--- src/rtl/pmre_pkg.sv ---
`default_nettype none
package pmre_pkg;

  localparam int unsigned REPLY_BYTES = 7;
  localparam int unsigned FRAME_MAX   = 8;

  localparam logic [1:0] CMD_START = 2'd0;
  localparam logic [1:0] CMD_RX    = 2'd1;
  localparam logic [1:0] CMD_TICK  = 2'd2;

  localparam logic [2:0] KIND_VOLT   = 3'd0;
  localparam logic [2:0] KIND_CURR   = 3'd1;
  localparam logic [2:0] KIND_POWER  = 3'd2;
  localparam logic [2:0] KIND_ENERGY = 3'd3;
  localparam logic [2:0] KIND_ALARM  = 3'd4;

  localparam logic [1:0] ST_OK      = 2'd0;
  localparam logic [1:0] ST_TIMEOUT = 2'd1;
  localparam logic [1:0] ST_BADCODE = 2'd2;
  localparam logic [1:0] ST_BADSUM  = 2'd3;

  localparam logic RES_TX  = 1'b0;
  localparam logic RES_CPL = 1'b1;

  localparam logic CFG_DEV_ADDR = 1'b0;
  localparam logic CFG_TIMEOUT  = 1'b1;

  localparam logic [31:0] DEV_ADDR_RST = 32'hC0A8_0101;
  localparam logic [15:0] TIMEOUT_RST  = 16'd1000;

  localparam logic [7:0] CODE_BASE  = 8'hB0;
  localparam logic [7:0] CODE_ALARM = 8'hB5;
  localparam logic [7:0] REPLY_OFS  = 8'h10;

  typedef struct packed {
    logic [1:0]  cmd;
    logic [2:0]  request_kind;
    logic [15:0] alarm_watts;
    logic [7:0]  rx_byte;
  } in_item_t;

  typedef struct packed {
    logic        result_type;
    logic [7:0]  tx_byte;
    logic        last_byte;
    logic [1:0]  status;
    logic [2:0]  reading_kind;
    logic [22:0] reading_value;
    logic        alarm_flag;
  } out_item_t;

  function automatic logic [7:0] cmd_code(input logic [2:0] kind);
    cmd_code = (kind == KIND_ALARM) ? CODE_ALARM : (CODE_BASE + {5'd0, kind});
  endfunction

endpackage
`default_nettype wire

--- src/rtl/power_meter_request_response_engine.sv ---
// channel | direction | handshake           | payload
// in      | input     | in_valid / in_stall   | in_data  (cmd, kind, watts, rx byte)
// out     | output    | out_valid / out_stall | out_data (tx byte or completion)
// cfg     | input     | cfg_we                | cfg_index, cfg_wdata
//
// one item is taken per cycle while in_stall is low; a received byte or a tick is decoded in one pass
// between the item register and the result register.
// a start request loads a 6 or 8 beat frame into the output shift register; the next
// item that produces a result waits until that frame's last beat has left.
// items that produce no result pass without waiting on the output side.
// rst_n is synchronous and active low; it clears the handshake and protocol state.
// out_stall holds the current beat; a result item waiting in the item register stalls in.
`default_nettype none
module power_meter_request_response_engine
  import pmre_pkg::*;
(
  input  wire logic      clk,
  input  wire logic      rst_n,
  input  wire logic      in_valid,
  output logic           in_stall,
  input  wire in_item_t  in_data,
  output logic           out_valid,
  input  wire logic      out_stall,
  output out_item_t      out_data,
  input  wire logic      cfg_we,
  input  wire logic      cfg_index,
  input  wire logic [31:0] cfg_wdata
);

  localparam logic [3:0] FRAME_SHORT = 4'd6;
  localparam logic [3:0] FRAME_LONG  = 4'(FRAME_MAX);
  localparam logic [2:0] LAST_IDX    = 3'(REPLY_BYTES - 1);

  // configuration
  logic [31:0] dev_addr_r;
  logic [15:0] timeout_r;

  // item register
  logic     item_valid_r, item_valid_nxt;
  in_item_t item_r;

  // protocol state
  logic        awaiting_r, awaiting_nxt;
  logic [2:0]  pend_kind_r, pend_kind_nxt;
  logic [2:0]  rep_idx_r, rep_idx_nxt;
  logic [7:0]  rep_sum_r, rep_sum_nxt;
  logic        code_bad_r, code_bad_nxt;
  logic [15:0] elapsed_r, elapsed_nxt;
  logic [7:0]  pay_r [4];
  logic        pay_we;
  logic [1:0]  pay_sel;

  // output burst
  logic [3:0]  bst_cnt_r, bst_cnt_nxt;
  logic [7:0]  frame_r [FRAME_MAX];
  logic [7:0]  frame_nxt [FRAME_MAX];
  logic        cpl_r, cpl_nxt;
  logic [1:0]  status_r, status_nxt;
  logic [2:0]  kind_r, kind_nxt;
  logic [22:0] value_r, value_nxt;
  logic        alarm_r, alarm_nxt;

  logic        out_take, burst_free, emit, proc;
  logic        start_ok, rx_live, rx_done, tick_live, tmo;
  logic [15:0] elapsed_inc;
  logic [7:0]  code, chk;
  logic [7:0]  fr [FRAME_MAX];
  logic [15:0] word;
  logic [22:0] decoded;
  logic [1:0]  rx_status;

  assign out_valid  = (bst_cnt_r != 4'd0);
  assign out_take   = out_valid && !out_stall;
  assign burst_free = (bst_cnt_r == 4'd0) || ((bst_cnt_r == 4'd1) && out_take);

  assign start_ok  = (item_r.cmd == CMD_START) && !awaiting_r &&
                     (item_r.request_kind <= KIND_ALARM);
  assign rx_live   = (item_r.cmd == CMD_RX) && awaiting_r;
  assign rx_done   = rx_live && (rep_idx_r >= LAST_IDX);
  assign tick_live = (item_r.cmd == CMD_TICK) && awaiting_r;
  assign elapsed_inc = (elapsed_r == 16'hFFFF) ? elapsed_r : elapsed_r + 16'd1;
  assign tmo       = tick_live && (elapsed_inc >= timeout_r);

  assign emit     = start_ok || rx_done || tmo;
  assign proc     = item_valid_r && (!emit || burst_free);
  assign in_stall = item_valid_r && !proc;
  assign item_valid_nxt = in_stall ? 1'b1 : in_valid;

  // frame bytes for a start request
  always_comb begin
    code = cmd_code(item_r.request_kind);
    fr[0] = code;
    fr[1] = dev_addr_r[31:24];
    fr[2] = dev_addr_r[23:16];
    fr[3] = dev_addr_r[15:8];
    fr[4] = dev_addr_r[7:0];
    chk = code + dev_addr_r[31:24] + dev_addr_r[23:16] + dev_addr_r[15:8] +
          dev_addr_r[7:0];
    if (item_r.request_kind == KIND_ALARM) begin
      chk   = chk + item_r.alarm_watts[15:8] + item_r.alarm_watts[7:0];
      fr[5] = item_r.alarm_watts[15:8];
      fr[6] = item_r.alarm_watts[7:0];
      fr[7] = chk;
    end else begin
      fr[5] = chk;
      fr[6] = 8'd0;
      fr[7] = 8'd0;
    end
  end

  // reading decode from the stored reply bytes
  always_comb begin
    word = {pay_r[0], pay_r[1]};
    case (pend_kind_r)
      KIND_VOLT, KIND_POWER: decoded = 23'(word) * 23'd10 + 23'(pay_r[2]);
      KIND_CURR:   decoded = 23'(pay_r[0]) * 23'd1000 + 23'(pay_r[1]) * 23'd10 +
                             23'(pay_r[2]);
      KIND_ENERGY: decoded = 23'(word) * 23'd100 + 23'(pay_r[2]);
      default:     decoded = 23'd0;
    endcase
    if (code_bad_r) begin
      rx_status = ST_BADCODE;
    end else if (item_r.rx_byte != rep_sum_r) begin
      rx_status = ST_BADSUM;
    end else begin
      rx_status = ST_OK;
    end
  end

  always_comb begin
    awaiting_nxt  = awaiting_r;
    pend_kind_nxt = pend_kind_r;
    rep_idx_nxt   = rep_idx_r;
    rep_sum_nxt   = rep_sum_r;
    code_bad_nxt  = code_bad_r;
    elapsed_nxt   = elapsed_r;
    pay_we        = 1'b0;
    pay_sel       = 2'(rep_idx_r - 3'd1);
    bst_cnt_nxt   = bst_cnt_r;
    cpl_nxt       = cpl_r;
    status_nxt    = status_r;
    kind_nxt      = kind_r;
    value_nxt     = value_r;
    alarm_nxt     = alarm_r;
    for (int i = 0; i < FRAME_MAX; i++) begin
      frame_nxt[i] = frame_r[i];
    end

    // shift out a taken beat
    if (out_take) begin
      bst_cnt_nxt = bst_cnt_r - 4'd1;
      for (int i = 0; i < FRAME_MAX - 1; i++) begin
        frame_nxt[i] = frame_r[i + 1];
      end
    end

    if (proc) begin
      if (start_ok) begin
        awaiting_nxt  = 1'b1;
        pend_kind_nxt = item_r.request_kind;
        rep_idx_nxt   = 3'd0;
        rep_sum_nxt   = 8'd0;
        code_bad_nxt  = 1'b0;
        elapsed_nxt   = 16'd0;
        bst_cnt_nxt   = (item_r.request_kind == KIND_ALARM) ? FRAME_LONG : FRAME_SHORT;
        cpl_nxt       = RES_TX;
        status_nxt    = ST_OK;
        kind_nxt      = 3'd0;
        value_nxt     = 23'd0;
        alarm_nxt     = 1'b0;
        for (int i = 0; i < FRAME_MAX; i++) begin
          frame_nxt[i] = fr[i];
        end
      end else if (rx_done) begin
        awaiting_nxt = 1'b0;
        rep_idx_nxt  = 3'd0;
        bst_cnt_nxt  = 4'd1;
        cpl_nxt      = RES_CPL;
        frame_nxt[0] = 8'd0;
        status_nxt   = rx_status;
        kind_nxt     = pend_kind_r;
        value_nxt    = (rx_status == ST_OK) ? decoded : 23'd0;
        alarm_nxt    = (rx_status == ST_OK) && (pend_kind_r == KIND_VOLT) && pay_r[3][0];
      end else if (rx_live) begin
        if (rep_idx_r == 3'd0) begin
          code_bad_nxt = (item_r.rx_byte != (cmd_code(pend_kind_r) - REPLY_OFS));
        end else if (rep_idx_r <= 3'd4) begin
          pay_we = 1'b1;
        end
        rep_sum_nxt = rep_sum_r + item_r.rx_byte;
        rep_idx_nxt = rep_idx_r + 3'd1;
      end else if (tick_live) begin
        elapsed_nxt = elapsed_inc;
        if (tmo) begin
          awaiting_nxt = 1'b0;
          rep_idx_nxt  = 3'd0;
          bst_cnt_nxt  = 4'd1;
          cpl_nxt      = RES_CPL;
          frame_nxt[0] = 8'd0;
          status_nxt   = ST_TIMEOUT;
          kind_nxt     = pend_kind_r;
          value_nxt    = 23'd0;
          alarm_nxt    = 1'b0;
        end
      end
    end
  end

  always_ff @(posedge clk) begin
    if (!rst_n) begin
      dev_addr_r   <= DEV_ADDR_RST;
      timeout_r    <= TIMEOUT_RST;
      item_valid_r <= 1'b0;
      awaiting_r   <= 1'b0;
      pend_kind_r  <= 3'd0;
      rep_idx_r    <= 3'd0;
      rep_sum_r    <= 8'd0;
      code_bad_r   <= 1'b0;
      elapsed_r    <= 16'd0;
      bst_cnt_r    <= 4'd0;
    end else begin
      if (cfg_we) begin
        if (cfg_index == CFG_DEV_ADDR) begin
          dev_addr_r <= cfg_wdata;
        end else begin
          timeout_r <= cfg_wdata[15:0];
        end
      end
      item_valid_r <= item_valid_nxt;
      awaiting_r   <= awaiting_nxt;
      pend_kind_r  <= pend_kind_nxt;
      rep_idx_r    <= rep_idx_nxt;
      rep_sum_r    <= rep_sum_nxt;
      code_bad_r   <= code_bad_nxt;
      elapsed_r    <= elapsed_nxt;
      bst_cnt_r    <= bst_cnt_nxt;
    end
  end

  // payload registers, no reset
  always_ff @(posedge clk) begin
    if (!in_stall && in_valid) begin
      item_r <= in_data;
    end
    if (pay_we) begin
      pay_r[pay_sel] <= item_r.rx_byte;
    end
    for (int i = 0; i < FRAME_MAX; i++) begin
      frame_r[i] <= frame_nxt[i];
    end
    cpl_r    <= cpl_nxt;
    status_r <= status_nxt;
    kind_r   <= kind_nxt;
    value_r  <= value_nxt;
    alarm_r  <= alarm_nxt;
  end

  assign out_data.result_type   = cpl_r;
  assign out_data.tx_byte       = frame_r[0];
  assign out_data.last_byte     = (cpl_r == RES_TX) && (bst_cnt_r == 4'd1);
  assign out_data.status        = status_r;
  assign out_data.reading_kind  = kind_r;
  assign out_data.reading_value = value_r;
  assign out_data.alarm_flag    = alarm_r;

endmodule
`default_nettype wire

--- config.mk ---
export PLATFORM = sky130hd
export DESIGN_NAME = power_meter_request_response_engine
export DESIGN_NICKNAME = d
export VERILOG_FILES = /design/src/rtl/pmre_pkg.sv /design/src/rtl/power_meter_request_response_engine.sv
export SDC_FILE = /design/constraint.sdc
export NUM_CORES = 1
export LEC_CHECK = 0
export ABC_AREA = 1
export BUFFER_PORTS_ARGS = -buffer_cell sky130_fd_sc_hd__buf_2
export CAP_MARGIN = 15
export CORE_ASPECT_RATIO = 1.25
export CORE_MARGIN = 2
export CORE_UTILIZATION = 50
export DETAILED_ROUTE_END_ITERATION = 8
export PLACE_DENSITY = 0.71
export SETUP_SLACK_MARGIN = 0.05
export SLEW_MARGIN = 20
export SYNTH_ARGS = -nofsm -noshare
export SYNTH_HDL_FRONTEND = slang
export SYNTH_SLANG_ARGS = --single-unit
--- constraint.sdc ---
create_clock -name clk -period 7.6 [get_ports clk]
set_input_delay 0.76 -clock clk [delete_from_list [all_inputs] [get_ports clk]]
set_output_delay 0.76 -clock clk [all_outputs]
set_load 0.005 [all_outputs]
Word-level counts from Yosys, hierarchy flattened
Memory sizes are Yosys's and may differ from the RTL's.
Cells that the tools add are included.
{ "word_totals": {"register_bits": 144, "ramBits": 96, "in_bits": 67, "output_inout_bits": 41, "word_cells": 179, "n_memories": 2} }
{ "classes": {"add_sub_neg": 18, "n_mul": 4, "n_lt_le_gt_ge": 4, "eq_ne": 14, "muxes": 71, "n_bitwise": 2, "n_reduce_logical": 45} }
{ "mem_list": {"columns": ["memory", "depth", "word_bits", "read_ports", "rd_clocked_by_memory_dff", "write_ports", "line_no", "text"], "rows": [
  ["frame_r", 8, 8, 8, 0, 8, "power_meter_request_response_engine.sv:55", "logic [7:0] frame_r [FRAME_MAX];"],
  ["pay_r", 4, 8, 4, 0, 1, "power_meter_request_response_engine.sv:49", "logic [7:0] pay_r [4];"]
]} }
{ "op_table": {"columns": ["operator", "n"], "rows": [
  ["2-to-1 mux 23 bit", 5],
  ["2-to-1 mux 56 bit", 2],
  ["2-to-1 mux 16 bit", 5],
  ["2-to-1 mux 8 bit", 10],
  ["one-hot mux 23 bit (3 select lines)", 1],
  ["2-to-1 mux 64 bit", 1],
  ["adder 8 bit", 7],
  ["2-to-1 mux 4 bit", 8],
  ["2-to-1 mux 3 bit", 9],
  ["2-to-1 mux 24 bit", 1],
  ["adder 23 x 8 -> 23 bit", 1],
  ["2-to-1 mux 1 bit", 23],
  ["adder 20 x 8 -> 21 bit", 1],
  ["multiplier 16 x 5 -> 21 bit (second input constant)", 1],
  ["adder 19 x 8 -> 20 bit", 1],
  ["adder 18 x 12 -> 19 bit", 1],
  ["multiplier 16 x 3 -> 19 bit (second input constant)", 1],
  ["adder 16 x 1 -> 16 bit (second input constant)", 1],
  ["adder 8 x 3 -> 8 bit (first input constant)", 2],
  ["== test 16 bit (second input constant)", 1],
  ["greater-or-equal comparator 16 bit", 1],
  ["inequality test 8 bit", 2],
  ["multiplier 8 x 7 -> 15 bit (second input constant)", 1],
  ["logical AND 1 bit", 14],
  ["other kinds (29)", 58]
]} }

Longest topological paths before layout
{ "logic_depth": {"word_depth": 12, "depth_mapped": 27, "ltp_nobuf": 26} }

Worst setup path before layout
No wires, ideal clock.
{ "synth_path": {"path_kind": "reg-to-reg", "startpoint": "mem pay_r[0][3]", "endpoint": "reg value_r[18], data pin", "setup_ps": 257, "arrival_ps": 4899, "required_ps": 7343, "setup_slack_ps": 2445, "path_stages_with_launch": 24, "n_path_buf": 0, "period_less_slack_ps": 5155, "cell_sequence": "edfxtp_1 > inv_1 > fa_1 > fa_1 > fa_1 > fa_1 > inv_1 > ha_1 > nand2_1 > inv_1 > a21oi_1 > xnor2_1 > ha_1 > ha_1 > a21oi_1 > a21boi_0 > nand3_1 > nand3_1 > nand2_1 > nand3_1 > nand3b_1 > nand2_1 > nor2_1 > nor2_1"} }
{ "synth_lines": {"columns": ["element", "line_no", "text"], "rows": [
  ["from (decl)", "power_meter_request_response_engine.sv:49", null],
  ["to (signal assigned)", "power_meter_request_response_engine.sv:254", "value_r <= value_nxt;"],
  ["to (decl)", "power_meter_request_response_engine.sv:60", "logic [22:0] value_r, value_nxt;"]
]} }

==> results.cfg <==
[run_status]
status = complete, no violations

[placement]
dp.cells = 2891
io_buffers = 107
routabilityCongestion = 0.936
preCtsSetupSlack_ns = 1.90
hpwl_um = 37900

[setup_path]
cp_data_required_time_ns = 7.88
end_kind = flip-flop
start_kind = flip-flop
cp_data_arrival_time_ns = 5.98
reg2reg_setup_slack_ns = 1.90
cp_max_fo = 7
crit_type = flip-flop to flip-flop

[synthesis]
yosysUniqueCellTypes = 50
yosysTopAreaCell = dfxtp_1
synth_top_area_share_pct = 15.9
ys_seq_elements = 233
ys_warn_count = 0
syn_area_per_cell_um2 = 7.55
ys_top_cells_by_area = dfxtp_1, edfxtp_1, ha_1
syn_inst = 2359
synth_nets = 2681
synth_area_um2 = 17800
synth-edff-count = 92
ys.flop_type = dfxtp_1
async_reset_ff_share_pct = 0
ys_seq_area_share_pct = 31.4

[routing]
detail_route.wl_per_cell_um = 16.3
vias = 15600
routed_wl_um = 48000
final_antenna_net_count = 0
drt-pass1-iter-count = 5
dr.first_iter.drc_count = 653
drc = 0
vias_per_cell = 5.32

[floorplanning]
chipHeight_um = 215
die_area_um2 = 37100
core_um2 = 35300
fp.dieW_um = 173
ioPinCount = 108
row_count = 77
start_util_pct = 50.5

[pwr]
leakage_nw = 9.80
p_clk_share_pct = 31.3
intPower_mw = 2.73
comb_power_share_pct = 28.5
peakVddDrop_mv = 0.325
power.switching_mw = 1.33
total_power_mw = 4.06
p_seq_share_pct = 40.3
power_density_nw_per_um2 = 207
swShare_pct = 32.7

[clocking]
cts_resized = 0
cts_hold_buf = 0
clk_pin_slew_ns = 0.06
numCtsBuffers = 26
clock_path_buffers = 3
cts-root-buf = clkbuf_16
htreeDepth = 1
clk-insertion-delay-late_ns = 0.56
cts.sinks = 233
tritoncts = yes
cts_post_setup_buffers_inserted = 0

[grt]
antenna_found_initial = 0
grt_overflow = 0
grt_pass1_vias = 15700
grt_pass1_wl_um = 76800
grt_use_total_pct = 25.7
grt_max_degree = 72

[timing]
maxSlewViolCount = 0
skew_ns = 0.0246
setup_ws_ns = 1.90
post-route-period-util_pct = 75.0
max_freq_ghz = 0.175
setup-violations-final = 0
period_minus_slack_ns = 5.70
slew_headroom_pct = 26.3
tightestPinTransition_ns = 1.10
finalSetupTns_ns = 0
hold_viol_final = 0
rsz0062_at_grt = no

[finish]
fin_cells = 2938
num-fill-cells = 3357
area.growth.synth_to_final_pct = 10.0
nets = 2767
drive_above_1_share_pct = 7.79
diodes = 0

[job]
maxCapViolCount = 0

[worst_hold_path]
hold_class = input port to flip-flop
layout by cell type, fill, tap and decap left out, drive strengths merged, types with 15 or more instances in the layout:
cell    instances
nand2         528
inv           408
nor2          217
ha            189
o21ai         161
a21oi         144
dfxtp         141
nand3         139
buf           117
edfxtp         92
fa             66
clkbuf         43
nand4          36
xor2           33
mux2i          29
nor3           26
xnor2          15
through the flow:
step | hold slack [ns] | util (%) | area, µm²
detailed placement | 0.458 | 53.1 | 18700
global placement | 0.451 | 53.1 | 18700
CTS | 0.346 | 55.6 | 19600
finish | 0.371 | 55.6 | 19600
floorplan | 0.434 | - | 17800
global route | 0.353 | 55.6 | 19600
cells in the mapped netlist (2+ instances only):
cell / instances
a211oi_1: 2
a21o_1: 4
a21oi_1: 144
a31oi_1: 11
buf_2: 12
buf_4: 12
buf_6: 2
clkbuf_1: 32
clkinv_1: 3
dfxtp_1: 141
edfxtp_1: 92
fa_1: 66
ha_1: 189
inv_1: 399
inv_2: 7
mux2i_1: 29
nand2_1: 522
nand2_2: 5
nand3_1: 138
nand3b_1: 12
nand4_1: 36
nor2_1: 212
nor2_2: 3
nor2_4: 2
nor3_1: 22
nor3_2: 3
nor4_1: 4
o211ai_1: 12
o21a_1: 3
o21ai_0: 136
o21ai_1: 25
o21bai_1: 5
o22ai_1: 2
o31ai_1: 4
or2_2: 7
xnor2_1: 15
xor2_1: 33
routing by layer:
| metal | wire [µm] | track usage [%] | vias to the layer above |
|---|---|---|---|
| li1 | - | - | 7803 |
| met1 | 17900 | 26.7 | 7229 |
| met2 | 24600 | 48.2 | 431 |
| met3 | 2350 | 3.79 | 161 |
| met4 | 3150 | 16.3 | 0 |
| met5 | 0 | 0 | - |
area by class of cell:
type / count / area, µm² / area share [%]
multi-input cells: 1658 / 10400 / 53.1
flip-flops and latches: 233 / 5590 / 28.5
inverters: 409 / 1540 / 7.84
clock buffers: 43 / 837 / 4.27
repair buffers: 117 / 611 / 3.12
well taps: 474 / 593 / 3.03
clock inverters: 4 / 36.3 / 0.185
power by group through the flow:
stage	logic [mW]	registers (mW)	clock network, mW
floorplan	0.911	1.60	0
global placement	1.11	1.65	0
detailed placement	1.14	1.66	0
CTS	1.16	1.63	1.30
global route	1.32	1.65	1.34
finish	1.16	1.63	1.27
sequential cells by signal (all words and copies together), names as in the netlist:
name,count
dev_addr_r,32
item_r,29
elapsed_r,16
item_valid_r,1
awaiting_r,1
pend_kind_r,3
rep_sum_r,8
rep_idx_r,3
code_bad_r,1
frame_r,64
cpl_r,1
value_r,23
bst_cnt_r,4
status_r,2
alarm_r,1
pay_r,25
timeout_r,16
kind_r,3
final timing paths:
path | from | end | cells after the start
min reg2reg | rep_sum_r[4] | rep_sum_r[4] | 2
max | pay_r[0][1] | value_r[18] | 23
min | in_data[28] | item_r[28] | 1
max reg2reg | pay_r[0][1] | value_r[18] | 23
critical path: stages, from the launching register on:
cell and delay, ns:
edfxtp_1 0.50, inv_1 0.21, fa_1 0.63, fa_1 0.46
fa_1 0.50, fa_1 0.51, inv_1 0.04, ha_1 0.35
nand2_1 0.12, inv_1 0.06, a21oi_1 0.17, xnor2_1 0.15
ha_1 0.25, ha_1 0.38, a21oi_1 0.18, a21boi_0 0.19
nand3_1 0.14, nand3_1 0.10, nand2_1 0.10, nand3_1 0.09
nand3b_1 0.12, nand2_1 0.07, nor2_1 0.09, nor2_1 0.04
kinds of logic after synthesis:
logic type               share of synthesized area, %
AND/OR/NAND/NOR                                  23.0
buffers and inverters                            10.3
AO/OA/AOI/OAI                                    10.6
adder cells (fa/ha/maj)                          20.7
flip-flops                                       31.4
XOR/XNOR                                         2.36
multiplexers                                     1.63
Power figures use the tool's default switching activity.
